<file path="src/rtl/ifs_pkg.sv">
`timescale 1ns / 1ps
// ----------------------------------------------------------------------------
// ifs_pkg
// Types and constants shared by the IFS field splitter modules.
// ----------------------------------------------------------------------------
package ifs_pkg;

    // input event kinds
    localparam logic [1:0] KIND_UNQUOTED = 2'd0;
    localparam logic [1:0] KIND_QUOTED   = 2'd1;
    localparam logic [1:0] KIND_EMPTY_Q  = 2'd2;
    localparam logic [1:0] KIND_SEG_END  = 2'd3;

    // result kinds
    localparam logic OUT_CHAR      = 1'b0;
    localparam logic OUT_FIELD_END = 1'b1;

    // configuration register indexes
    localparam logic [2:0] REG_IFS_LENGTH = 3'd0;
    localparam logic [2:0] REG_IFS_CHAR_A = 3'd1;
    localparam logic [2:0] REG_IFS_CHAR_B = 3'd2;
    localparam logic [2:0] REG_IFS_CHAR_C = 3'd3;
    localparam logic [2:0] REG_IFS_CHAR_D = 3'd4;

    // reset values of the configuration registers
    localparam logic [2:0] IFS_LENGTH_RST = 3'd3;
    localparam logic [7:0] IFS_CHAR_A_RST = 8'd32;
    localparam logic [7:0] IFS_CHAR_B_RST = 8'd9;
    localparam logic [7:0] IFS_CHAR_C_RST = 8'd10;
    localparam logic [7:0] IFS_CHAR_D_RST = 8'd0;

    // characters that count as IFS whitespace
    localparam logic [7:0] CHAR_SPACE   = 8'h20;
    localparam logic [7:0] CHAR_TAB     = 8'h09;
    localparam logic [7:0] CHAR_NEWLINE = 8'h0A;

    // result queue: depth must be a power of two, at least 4
    localparam int unsigned RQ_DEPTH = 4;
    localparam int unsigned RQ_PTR_W = $clog2(RQ_DEPTH);
    localparam int unsigned RQ_CNT_W = $clog2(RQ_DEPTH + 1);

    typedef struct packed {
        logic [1:0] kind;
        logic [7:0] char_in;
    } in_word_t;

    typedef struct packed {
        logic       out_kind;
        logic [7:0] char_out;
        logic       char_quoted;
        logic       last;
    } out_word_t;

    typedef struct packed {
        logic [2:0] ifs_length;
        logic [7:0] ifs_char_a;
        logic [7:0] ifs_char_b;
        logic [7:0] ifs_char_c;
        logic [7:0] ifs_char_d;
    } ifs_cfg_t;

    // up to two results per input word, first one goes out first
    typedef struct packed {
        logic [1:0] count;
        out_word_t  first;
        out_word_t  second;
    } split_res_t;

endpackage

</file>
<file path="src/rtl/ifs_split_core.sv">
`timescale 1ns / 1ps
// ----------------------------------------------------------------------------
// ifs_split_core
// Splitter state and per-word result decode.
// ----------------------------------------------------------------------------
module ifs_split_core (
    input  logic                clk,
    input  logic                rst_n,
    input  logic                accept,
    input  ifs_pkg::in_word_t   in_data,
    input  ifs_pkg::ifs_cfg_t   cfg,
    output ifs_pkg::split_res_t res
);
    import ifs_pkg::*;

    logic leading_trim_reg, leading_trim_next;
    logic in_delim_reg, in_delim_next;
    logic saw_other_reg, saw_other_next;
    logic has_content_reg, has_content_next;

    logic       splitting;
    logic       ifs_hit;
    logic       is_other;
    logic       emit_end;
    logic       emit_char;
    logic [7:0] ch;
    out_word_t  end_word;
    out_word_t  char_word;

    assign ch        = in_data.char_in;
    assign splitting = (cfg.ifs_length != 3'd0);
    // lengths above four act as four
    assign ifs_hit   = ((cfg.ifs_length >= 3'd1) && (ch == cfg.ifs_char_a))
                    || ((cfg.ifs_length >= 3'd2) && (ch == cfg.ifs_char_b))
                    || ((cfg.ifs_length >= 3'd3) && (ch == cfg.ifs_char_c))
                    || ((cfg.ifs_length >= 3'd4) && (ch == cfg.ifs_char_d));
    assign is_other  = !((ch == CHAR_SPACE) || (ch == CHAR_TAB) || (ch == CHAR_NEWLINE));

    always_comb
    begin
        leading_trim_next = leading_trim_reg;
        in_delim_next     = in_delim_reg;
        saw_other_next    = saw_other_reg;
        has_content_next  = has_content_reg;
        emit_end          = 1'b0;
        emit_char         = 1'b0;

        unique case (in_data.kind) inside
            KIND_SEG_END:
            begin
                emit_end = has_content_reg
                        || (splitting && in_delim_reg && saw_other_reg);
                leading_trim_next = 1'b1;
                in_delim_next     = 1'b0;
                saw_other_next    = 1'b0;
                has_content_next  = 1'b0;
            end
            KIND_UNQUOTED, KIND_QUOTED, KIND_EMPTY_Q:
            begin
                if (!splitting)
                begin
                    leading_trim_next = 1'b0;
                    has_content_next  = 1'b1;
                    emit_char         = (in_data.kind != KIND_EMPTY_Q);
                end
                else if ((in_data.kind == KIND_UNQUOTED) && ifs_hit)
                begin
                    if (leading_trim_reg)
                    begin
                        if (is_other)
                        begin
                            leading_trim_next = 1'b0;
                            in_delim_next     = 1'b1;
                            saw_other_next    = 1'b1;
                        end
                    end
                    else if (!in_delim_reg)
                    begin
                        in_delim_next  = 1'b1;
                        saw_other_next = is_other;
                    end
                    else if (is_other)
                    begin
                        // second non-white separator: empty field between
                        if (saw_other_reg)
                        begin
                            emit_end         = 1'b1;
                            has_content_next = 1'b0;
                        end
                        else
                        begin
                            saw_other_next = 1'b1;
                        end
                    end
                end
                else
                begin
                    // text closes a pending delimiter first
                    emit_end          = in_delim_reg;
                    in_delim_next     = 1'b0;
                    saw_other_next    = 1'b0;
                    leading_trim_next = 1'b0;
                    has_content_next  = 1'b1;
                    emit_char         = (in_data.kind != KIND_EMPTY_Q);
                end
            end
            default:
            begin
                emit_end = 1'b0;
            end
        endcase
    end

    always_comb
    begin
        end_word.out_kind     = OUT_FIELD_END;
        end_word.char_out     = 8'd0;
        end_word.char_quoted  = 1'b0;
        end_word.last         = !emit_char;
        char_word.out_kind    = OUT_CHAR;
        char_word.char_out    = ch;
        char_word.char_quoted = (in_data.kind == KIND_QUOTED);
        char_word.last        = 1'b1;

        res = '0;
        if (emit_end && emit_char)
        begin
            res.count  = 2'd2;
            res.first  = end_word;
            res.second = char_word;
        end
        else if (emit_end)
        begin
            res.count = 2'd1;
            res.first = end_word;
        end
        else if (emit_char)
        begin
            res.count = 2'd1;
            res.first = char_word;
        end
    end

    always_ff @(posedge clk or negedge rst_n)
    begin
        if (!rst_n)
        begin
            leading_trim_reg <= 1'b1;
            in_delim_reg     <= 1'b0;
            saw_other_reg    <= 1'b0;
            has_content_reg  <= 1'b0;
        end
        else if (accept)
        begin
            leading_trim_reg <= leading_trim_next;
            in_delim_reg     <= in_delim_next;
            saw_other_reg    <= saw_other_next;
            has_content_reg  <= has_content_next;
        end
    end

`ifndef NO_ASSERTIONS
    a_other_needs_delim: assert property (@(posedge clk) disable iff (!rst_n)
        saw_other_reg |-> in_delim_reg)
        else $error("separator flag set outside a delimiter");

    a_delim_not_trim: assert property (@(posedge clk) disable iff (!rst_n)
        in_delim_reg |-> !leading_trim_reg)
        else $error("delimiter open during leading trim");

    a_content_not_trim: assert property (@(posedge clk) disable iff (!rst_n)
        has_content_reg |-> !leading_trim_reg)
        else $error("field content during leading trim");

    a_seg_end_clears: assert property (@(posedge clk) disable iff (!rst_n)
        (accept && (in_data.kind == KIND_SEG_END)) |=>
            (leading_trim_reg && !in_delim_reg && !has_content_reg))
        else $error("segment end did not clear splitter state");
`endif

endmodule

</file>
<file path="src/rtl/ifs_result_fifo.sv">
`timescale 1ns / 1ps
// ----------------------------------------------------------------------------
// ifs_result_fifo
// Small result queue: takes up to two words per cycle, sends one while out_stall is low.
// ----------------------------------------------------------------------------
module ifs_result_fifo (
    input  logic                clk,
    input  logic                rst_n,
    input  logic                push,
    input  ifs_pkg::split_res_t res,
    output logic                full,
    output logic                out_valid,
    input  logic                out_stall,
    output ifs_pkg::out_word_t  out_data
);
    import ifs_pkg::*;

    out_word_t            mem_reg [RQ_DEPTH];
    logic [RQ_PTR_W-1:0]  wr_ptr_reg, wr_ptr_next;
    logic [RQ_PTR_W-1:0]  rd_ptr_reg, rd_ptr_next;
    logic [RQ_CNT_W-1:0]  count_reg, count_next;
    logic [1:0]           push_n;
    logic                 pop;
    logic [RQ_PTR_W-1:0]  wr_ptr_plus1;

    assign push_n       = push ? res.count : 2'd0;
    assign out_valid    = (count_reg != '0);
    assign pop          = out_valid && !out_stall;
    assign out_data     = mem_reg[rd_ptr_reg];
    assign wr_ptr_plus1 = wr_ptr_reg + 1'b1;
    // room for two words is needed before a new input word is taken
    assign full         = (count_reg > RQ_CNT_W'(RQ_DEPTH - 2));

    always_comb
    begin
        wr_ptr_next = wr_ptr_reg + RQ_PTR_W'(push_n);
        rd_ptr_next = rd_ptr_reg + RQ_PTR_W'(pop);
        count_next  = count_reg + RQ_CNT_W'(push_n) - RQ_CNT_W'(pop);
    end

    always_ff @(posedge clk)
    begin
        if (push_n != 2'd0)
        begin
            mem_reg[wr_ptr_reg] <= res.first;
        end
        if (push_n == 2'd2)
        begin
            mem_reg[wr_ptr_plus1] <= res.second;
        end
    end

    always_ff @(posedge clk or negedge rst_n)
    begin
        if (!rst_n)
        begin
            wr_ptr_reg <= '0;
            rd_ptr_reg <= '0;
            count_reg  <= '0;
        end
        else
        begin
            wr_ptr_reg <= wr_ptr_next;
            rd_ptr_reg <= rd_ptr_next;
            count_reg  <= count_next;
        end
    end

`ifndef NO_ASSERTIONS
    a_no_overflow: assert property (@(posedge clk) disable iff (!rst_n)
        count_reg <= RQ_CNT_W'(RQ_DEPTH))
        else $error("result queue overflow");

    a_no_push_when_full: assert property (@(posedge clk) disable iff (!rst_n)
        full |-> !push)
        else $error("word pushed into full result queue");

    a_ptr_gap: assert property (@(posedge clk) disable iff (!rst_n)
        (count_reg < RQ_CNT_W'(RQ_DEPTH)) |->
            (RQ_PTR_W'(wr_ptr_reg - rd_ptr_reg) == RQ_PTR_W'(count_reg)))
        else $error("queue pointers disagree with count");
`endif

endmodule

</file>
<file path="src/rtl/ifs_field_splitter.sv">
`timescale 1ns / 1ps
// ----------------------------------------------------------------------------
// ifs_field_splitter
// Streamed shell IFS field splitting of character events into characters
// and field-end markers.
// ----------------------------------------------------------------------------
//  channel | dir | handshake            | payload
//  in      | in  | in_valid / in_stall  | in_data  (kind, char_in)
//  out     | out | out_valid / out_stall| out_data (out_kind, char_out,
//          |     |                      |           char_quoted, last)
//  cfg     | in  | cfg_valid / cfg_ready| cfg_index, cfg_data
//
//  One input word per cycle while in_stall is low; its zero, one or two
//  results land in a four-entry result queue the next cycle and leave one
//  per cycle while out_stall is low. Input stalls while the queue holds
//  more than two words, so a stream of two results per word is output-bound.
//  Reset restores the IFS registers to space, tab, newline (length 3).
//  cfg_ready is always high.
// ----------------------------------------------------------------------------
module ifs_field_splitter (
    input  logic               clk,
    input  logic               rst_n,
    input  logic               in_valid,
    output logic               in_stall,
    input  ifs_pkg::in_word_t  in_data,
    output logic               out_valid,
    input  logic               out_stall,
    output ifs_pkg::out_word_t out_data,
    input  logic               cfg_valid,
    output logic               cfg_ready,
    input  logic [2:0]         cfg_index,
    input  logic [7:0]         cfg_data
);
    import ifs_pkg::*;

    ifs_cfg_t   cfg_reg;
    split_res_t res;
    logic       accept;
    logic       full;

    assign cfg_ready = 1'b1;
    assign in_stall  = full;
    assign accept    = in_valid && !in_stall;

    always_ff @(posedge clk or negedge rst_n)
    begin
        if (!rst_n)
        begin
            cfg_reg.ifs_length <= IFS_LENGTH_RST;
            cfg_reg.ifs_char_a <= IFS_CHAR_A_RST;
            cfg_reg.ifs_char_b <= IFS_CHAR_B_RST;
            cfg_reg.ifs_char_c <= IFS_CHAR_C_RST;
            cfg_reg.ifs_char_d <= IFS_CHAR_D_RST;
        end
        else if (cfg_valid && cfg_ready)
        begin
            unique case (cfg_index)
                REG_IFS_LENGTH: cfg_reg.ifs_length <= cfg_data[2:0];
                REG_IFS_CHAR_A: cfg_reg.ifs_char_a <= cfg_data;
                REG_IFS_CHAR_B: cfg_reg.ifs_char_b <= cfg_data;
                REG_IFS_CHAR_C: cfg_reg.ifs_char_c <= cfg_data;
                REG_IFS_CHAR_D: cfg_reg.ifs_char_d <= cfg_data;
                default:        cfg_reg <= cfg_reg;
            endcase
        end
    end

    ifs_split_core u_core (
        .clk     (clk),
        .rst_n   (rst_n),
        .accept  (accept),
        .in_data (in_data),
        .cfg     (cfg_reg),
        .res     (res)
    );

    ifs_result_fifo u_fifo (
        .clk       (clk),
        .rst_n     (rst_n),
        .push      (accept),
        .res       (res),
        .full      (full),
        .out_valid (out_valid),
        .out_stall (out_stall),
        .out_data  (out_data)
    );

`ifndef NO_ASSERTIONS
    a_end_word_clean: assert property (@(posedge clk) disable iff (!rst_n)
        (out_valid && (out_data.out_kind == OUT_FIELD_END)) |->
            ((out_data.char_out == 8'd0) && !out_data.char_quoted))
        else $error("field end carries character data");

    a_quoted_is_char: assert property (@(posedge clk) disable iff (!rst_n)
        (out_valid && out_data.char_quoted) |-> (out_data.out_kind == OUT_CHAR))
        else $error("quoted flag on a field end");

    a_out_hold: assert property (@(posedge clk) disable iff (!rst_n)
        (out_valid && out_stall) |=> (out_valid && $stable(out_data)))
        else $error("stalled result changed");
`endif

endmodule

</file>
<file path="config.mk">
export PLATFORM = sky130hd
export DESIGN_NAME = ifs_field_splitter
export DESIGN_NICKNAME = d
export VERILOG_FILES = /design/src/rtl/ifs_pkg.sv /design/src/rtl/ifs_split_core.sv /design/src/rtl/ifs_result_fifo.sv /design/src/rtl/ifs_field_splitter.sv
export SDC_FILE = /design/constraint.sdc
export NUM_CORES = 1
export LEC_CHECK = 0
export BUFFER_PORTS_ARGS = -buffer_cell sky130_fd_sc_hd__buf_2
export CORE_ASPECT_RATIO = 1.4
export CORE_MARGIN = 1.5
export CORE_UTILIZATION = 54
export DETAILED_ROUTE_END_ITERATION = 16
export GPL_ROUTABILITY_DRIVEN = 0
export PLACE_DENSITY = 0.76
export SLEW_MARGIN = 25
export SYNTH_ARGS = -nofsm -noshare
export SYNTH_HDL_FRONTEND = slang
export SYNTH_SLANG_ARGS = --single-unit
</file>
<file path="constraint.sdc">
create_clock -name clk -period 3.3 [get_ports clk]
set_input_delay 0.66 -clock clk [delete_from_list [all_inputs] [get_ports clk]]
set_output_delay 0.66 -clock clk [all_outputs]
set_load 0.01 [all_outputs]
</file>
* Word-level counts from Yosys, hierarchy flattened
Memories as Yosys holds them, arrays and structs flattened.
Index checks and enable logic that the tools add are counted.
W data, S select, Z words.
** Storage, ports and cells
- ROM bits :: 0
- Output and inout port bits :: 14
- RAM bits :: 44
- Register bits after elaboration :: 46
- Word-level logic and storage cells :: 123
- Memories :: 1
- Bits in latches :: 0
** Cells by class
- Shift-type cells :: 0
- Add/subtract/negate cells :: 5
- $lt $le $gt $ge :: 5
- $mul :: 0
- Bitwise gates (word level) :: 0
- Div/mod/pow operators :: 0
- Multiplexer cells :: 42
- Equal/unequal tests :: 22
- Reduce and logical (&&, ||, !) cells :: 36
** Memories
- u_fifo.mem_reg :: words 4, width 11, read ports 1, clocked after Yosys merged registers in 0, write ports 2, line ifs_result_fifo.sv:18 : out_word_t mem_reg [RQ_DEPTH];
** Operators by type and width (number)
- $eq A8 B8 Y1 :: 4
- $mux W1 :: 32
- $mux W13 :: 2
- $eq A8 B4 Y1 const B :: 2
- $mux W12 :: 1
- $ne A4 B4 Y1 const B :: 3
- $reduce_and A2 Y1 :: 6
- $logic_and A1 B1 Y1 :: 10
- $mux W10 :: 1
- $pmux W1 S2 :: 5
- $eq A8 B6 Y1 const B :: 1
- $ne A4 B3 Y1 const B :: 2
- $eq A2 B2 Y1 const B :: 3
- $eq A3 B2 Y1 const B :: 2
- $ge A3 B2 Y1 const B :: 2
- $logic_or A1 B1 Y1 :: 6
- $reduce_and A6 Y1 :: 1
- $reduce_bool A3 Y1 :: 2
- $logic_not A1 Y1 :: 4
- $reduce_and A4 Y1 :: 1
- $reduce_bool A2 Y1 :: 2
- $add A3 B2 Y3 :: 1
- $eq A3 B1 Y1 const B :: 1
- $eq A3 B3 Y1 const B :: 1
- 15 further kinds :: 15

* Longest topological paths before layout
Gate-level depths: netlist of the first run.
- Depth in word-level cells :: 16
- Mapped depth :: 15
- Gate-level depth less buffers :: 13

* Cells and area by module
A second synthesis of the first run with hierarchy kept.
** Unflattened totals
- Cell total of the unflattened synthesis :: 356
- Area, all modules :: 5094.9 um^2
** Modules (own cells, without submodules)
- ifs_result_fifo :: cells each 152, area an instance 2607.5 um^2, instances 1
- ifs_field_splitter :: cells each 81, area an instance 1487.7 um^2, instances 1
- ifs_split_core :: cells each 123, area an instance 999.7 um^2, instances 1

* Worst setup path before layout of the first run
No wires, ideal clock.
- Kind :: in2reg
- Start point :: input port in_data[5] (netlist name)
- End point :: memory u_fifo.mem_reg[0][2] (netlist name) (data pin)
- Stages on the path :: 15
- Arrival time :: 3.676 ns
- Path buffers :: 2
- Slack :: -0.520 ns
- Data required time :: 3.156 ns
- Cell sequence :: buf_2 -> xor2_1 -> or3_1 -> nor4_4 -> nor4_2 -> nor4_1 -> o21ai_0 -> ha_1 -> clkbuf_1 -> nor2_1 -> nand3b_1 -> or4_1 -> nor2_1 -> a32oi_1 -> nor2b_1
** RTL lines
- start: declaration :: line ifs_field_splitter.sv:25 : input ifs_pkg::in_word_t in_data,
- end: declaration :: line ifs_result_fifo.sv:18

==> results of run 1 <==
==> area by class of cell <==
type                       count  area (um2)
tap                          102         128
fill                         561        2510
timing repair buffer          89         608
clock inverter                 6        50.0
clock buffer                  10         239
inverter                      12        45.0
multi-input combinational    245        2130
sequential                    90        2440
==> cell families (layout without fill, tap and decap cells) <==
family	after synthesis	count (layout)	synth area share, %
other	1	1	0.0825
flip-flops	90	90	53.7
multiplexers	46	46	14.1
AO/OA/AOI/OAI	38	38	5.45
AND/OR/NAND/NOR	115	115	14.3
XOR/XNOR	38	38	7.32
buffers and inverters	30	117	2.84
adder cells (fa/ha/maj)	7	7	2.09
==> synth_stat cells (2+ instances only) <==
cell      count  area (um2)
a21oi_1       8        40.0
a22o_1        2        17.5
a32o_1        3        30.0
a32oi_1       3        26.3
and2_1        3        18.8
and3_1        3        18.8
buf_1         2        7.51
buf_2         4        20.0
clkbuf_1     10        37.5
dfrtp_1      38         951
dfstp_2       8         210
dfxtp_1       4        80.1
edfxtp_1     40        1200
ha_1          6        75.1
inv_1        12        45.0
mux2_2       35         394
mux4_2       11         248
nand2_1      20        75.1
nand2b_1      2        12.5
nand3_1       5        25.0
nand4_1       3        18.8
nor2_1       18        67.6
nor2b_1      36         225
nor3_1        7        35.0
nor4_1        4        25.0
o21ai_0      14        70.1
or3_1         3        18.8
xnor2_1      23         201
xor2_1       15         131
==> routing by layer <==
| layer | track usage (%) | vias up |
|---|---|---|
| met5 | 0 | - |
| met4 | 11.5 | 0 |
| met3 | 3.93 | 26 |
| met2 | 42.6 | 89 |
| met1 | 26.6 | 1562 |
| li1 | - | 1475 |
==> final timing paths <==
path,startpoint,cells after the start,to,slack [ns]
setup / recovery,in_data[3],14,u_fifo.mem_reg[1][9],-0.25
min in group clk,u_fifo.mem_reg[0][10],1,u_fifo.mem_reg[0][10],0.47
hold / removal,rst_n,1,u_fifo.rd_ptr_reg[1],0.31
max in group asynchronous,rst_n,1,cfg_reg[23],2.58
setup reg to reg,cfg_reg[19],13,u_fifo.mem_reg[1][9],-0.22
hold reg to reg,u_fifo.mem_reg[0][10],1,u_fifo.mem_reg[0][10],0.47
==> where the power goes <==
group	internal, mW	switching [mW]
combinational	0.704	0.635
sequential	1.44	0.237
clock	0.539	0.430
total	2.68	1.30
==> per-stage QoR <==
stage | util [%] | instances
after global placement | 64.5 | 530
after global routing | 69.2 | 554
after floorplan | - | 365
final | 69.2 | 554
after detailed placement | 64.5 | 530
after CTS | 68.3 | 548
==> timing repair <==
| item | 4_1_cts | 5_1_grt |
|---|---|---|
| hold endpoints to repair | 0 | 0 |
| setup endpoints to repair | 33 | 63 |
| setup buffers | 2 | 6 |
| gates resized for setup | 2 | 9 |
| pin swaps | 4 | 2 |
==> worst max-delay path, delay by kind of cell <==
family	cells	cell delay, ns
compound gates	4	0.53
simple gates	7	1.87
fa+ha+maj	1	0.36
buf+inv	2	0.30
==> impl_metrics.yaml, run 1 <==
outcome:
  violations: "setup timing"
  status: "finished, violations left"
synth:
  ys_types: 52
  synth_edf_count: 40
  synth_area_per_cell_um2: 12.5
  syn_area_um2: 4540
  ys_ff_latch: 90
  async_flop_share_pct: 51.1
  syn_nets: 398
  yosys_warnings: 0
  syn-instance-count: 365
  ys_seq_area_share_pct: 53.7
  synth_ff_type: "edfxtp_1"
drt:
  wl_per_cell_um: 17.5
  drtAntennaViolNets: 0
  first_iter_violations: 162
  wl_met3_um: 343
  firstDrtPassIters: 4
  num_vias: 3152
  highest_layer: "met4"
  drt-total-wl_um: 9690
  viasPerCell: 5.69
  wl_met1_um: 3640
  drc: 0
  dr_wl_met2_um: 5370
timing:
  timing.final.ws_setup_ns: -0.252
  slew_viol_final: 0
  slew_headroom_pct: 28.5
  hold_slack_ns: 0.311
  finalSetupViolations: 36
  min_period_ns: 3.55
  rsz0062_at_grt: "yes"
  setup_tns_ns: -6.15
  worst_pin_slew_ns: 1.06
  fin_crit_sh_pct: 108
  hold_violations: 0
  finClkSkew_ns: 0.00889
  fmax_mhz: 282
clocking:
  hold_buffers: 0
  cts_tree: "done"
  clock_path_buffers: 2
  cts_root_buffer: "clkbuf_16"
  clk_pin_slew_ns: 0.06
  h-tree-depth: 3
  clk_latency_ns: 0.34
  cts.sinks: 90
  cts_inserted_buffers: 9
finish:
  final_cell_mix: "48 x buf_4, 40 x edfxtp_1, 38 x dfrtp_1"
  stdcell_area_um2: 5640
  diodes: 0
  fin_nets: 480
  drive_gt1_share_pct: 40.7
  largest_register_ff_count: 44
  area_growth_pct: 24.1
  final_common_cell: "buf_4"
floorplan:
  die_h_um: 112
  die_area_um2: 8980
  rows: 39
  die_w_um: 80.5
  core_area_um2: 8150
  start_util_pct: 55.8
  io_pins: 40
worst_setup_path:
  cp_max_fo: 8
  arrival_ns: 3.74
  crit_chain: "buf_2, buf_4, or4b_4, o21ai_2, a21oi_2, nor4_1, o21ai_1, ha_2, nor2_4, nand3b_1, or4_4, nor2_4, a32oi_4, nor2b_1"
  setup.worst_path.class: "primary input to flop"
  cp-end-kind: "flop"
  cpPeakStageDelay_ns: 0.53
  required_ns: 3.48
  worst_path_most_repeated_cell: "nor2_4"
  slowest_stage: "or4b_4"
  start_kind: "primary input"
power:
  peakVddDrop_v: 0.000428
  p_leak_nw: 2.24
  finalPower_mw: 3.98
  power_density_nw_per_um2: 706
place:
  pre_cts_ws_ns: -0.561
  portBuffers: 38
  dpl_cell_area_um2: 5250
  dp_hpwl_um: 7190
grt:
  grt_pass1_wl_um: 15900
  grt_max_degree: 47
  antenna_found_initial: 0
  grt_pass1_vias: 3260
  gr-total-overflow: 0
  grtUsageTotal_pct: 23.8
job:
  drv_cap: 0
worst_hold_path:
  worstHoldPathType: "primary input to async pin"
(Power assumes the default switching activity.)
==> inputs of run 2 (changes only) <==
SETUP_SLACK_MARGIN = 0.2   (was not set)
==> run 2 against run 1 <==
Worst hold slack improved by 0.0018 ns. First-iteration DRC count is the same. Count of clock-buffer cells in the layout is 1 lower. Via count shrank 0.29%. Design area grew 2.6%. Largest power group unchanged. Sequential power hardly changed. Register-to-register slack gained 0.03 ns. Die area is the same. The flow still finishes with violations (setup timing). Worst setup slack improved by 0.058 ns. Combinational power increased by 5%.
==> impl_metrics.yaml, run 2 (synthesis gave the netlist of run 1 again) <==
outcome:
  status: "finished, violations left"
  violations: "setup timing"
grt:
  gr-total-overflow: 0
  grt_pass1_wl_um: 16300
  grtUsageTotal_pct: 24.7
  antenna_found_initial: 0
  grt_pass1_vias: 3314
  grt_max_degree: 47
floorplan:
  core_area_um2: 8150
  start_util_pct: 55.8
  rows: 39
  die_area_um2: 8980
  io_pins: 40
  die_h_um: 112
  die_w_um: 80.5
clocking:
  h-tree-depth: 3
  clock_path_buffers: 2
  cts.sinks: 90
  cts_inserted_buffers: 9
  hold_buffers: 0
  cts_tree: "done"
  clk_latency_ns: 0.35
  cts_root_buffer: "clkbuf_16"
  clk_pin_slew_ns: 0.07
timing:
  slew_headroom_pct: 30.3
  fin_crit_sh_pct: 106
  timing.final.ws_setup_ns: -0.194
  setup_tns_ns: -4.23
  fmax_mhz: 286
  finalSetupViolations: 33
  worst_pin_slew_ns: 1.04
  hold_violations: 0
  rsz0062_at_grt: "yes"
  slew_viol_final: 0
  finClkSkew_ns: 0.00709
  min_period_ns: 3.49
finish:
  area_growth_pct: 27.3
  final_cell_mix: "42 x buf_4, 40 x edfxtp_1, 38 x dfrtp_1"
  fillers: 544
  diodes: 0
  drive_gt1_share_pct: 44.0
  fin_nets: 480
  seq_area_um2: 2440
  final_common_cell: "buf_4"
  largest_register_ff_count: 44
  multi_input_area_um2: 2200
drt:
  firstDrtPassIters: 4
  drtAntennaViolNets: 0
  viasPerCell: 5.67
  drc: 0
  first_iter_violations: 162
  num_vias: 3143
  wl_per_cell_um: 18.3
  drt-total-wl_um: 10200
power:
  power_density_nw_per_um2: 711
  p_leak_nw: 2.25
  finalPower_mw: 4.11
  peakVddDrop_v: 0.000423
place:
  dp_hpwl_um: 7320
  portBuffers: 38
worst_setup_path:
  required_ns: 3.49
  slowest_stage: "dfstp_2"
  start_kind: "flop"
  cpPeakStageDelay_ns: 0.54
  arrival_ns: 3.69
  cpLargestDelayFamily: "simple AND/OR/NAND/NOR gates"
  cp_max_fo: 8
  critPathBufInv: 0
  setup.worst_path.class: "flop to flop"
  cp-end-kind: "flop"
  crit_chain: "a21oi_2, or3_4, nor4_4, nor4_4, nor4_1, o21ai_1, ha_2, nor2_4, nand3b_1, or4_4, nor2_4, a32oi_4, nor2b_1"
job:
  drv_cap: 0
worst_hold_path:
  worstHoldPathType: "primary input to async pin"
[run 2: final timing paths]
path / from / to / slack, ns / cells after the start
max: cfg_reg[32] / u_fifo.mem_reg[1][3] / -0.19 / 13
min in group clk: u_fifo.mem_reg[1][10] / u_fifo.mem_reg[1][10] / 0.48 / 1
max reg2reg: cfg_reg[32] / u_fifo.mem_reg[1][3] / -0.19 / 13
min reg2reg: u_fifo.mem_reg[1][10] / u_fifo.mem_reg[1][10] / 0.48 / 1
min: rst_n / u_fifo.wr_ptr_reg[0] / 0.31 / 1
max in group asynchronous: rst_n / cfg_reg[19] / 2.60 / 1
[run 2: routing by layer]
metal / share of wire (%) / track usage, % / wire, um
met1: 36 / 26.5 / 3710
met2: 57 / 45.5 / 5800
met3: 3.1 / 4.02 / 318
met4: 3.3 / 12.1 / 333
met5: 0 / 0 / 0
[run 2: timing repair]
action,4_1_cts,5_1_grt
gates resized for setup,16,23
pin swaps,4,0
endpoints found under the setup margin,59,86
setup buffers,6,2
gates cloned,2,2
[run 2: layout make-up]
class	instances	area share [%]
sequential	90	42.2
multi-input combinational	245	38.1
timing repair buffer	87	11.1
clock buffer	9	3.89
tap	102	2.21
clock inverter	7	1.34
inverter	12	0.909
timing repair inverter	2	0.260
[run 2: metrics by stage]
step / setup WS (ns) / utilization [%] / instance area, um2 / cells / hold slack (ns)
after floorplan: -0.332 / - / 4710 / 365 / 0.364
after global placement: -0.441 / 63.9 / 5210 / 526 / 0.449
after detailed placement: -0.651 / 63.9 / 5210 / 526 / 0.461
after CTS: -0.131 / 69.7 / 5680 / 550 / 0.475
after global routing: -0.347 / 71.0 / 5780 / 554 / 0.371
final: -0.194 / 71.0 / 5780 / 554 / 0.313
[run 2: power breakdown]
part	internal, mW	total (mW)	switching, mW	leakage (nW)
registers	1.44	1.67	0.236	0.943
clock network	0.593	1.02	0.431	0.148
logic	0.722	1.41	0.689	1.16
total	2.75	4.11	1.36	2.25
[run 2: worst reg2reg max path: cells and delay by family (launching register included)]
family | cells | cell delay [ns]
simple gates | 9 | 2.04
flops | 1 | 0.54
fa+ha+maj | 1 | 0.37
compound gates | 3 | 0.39
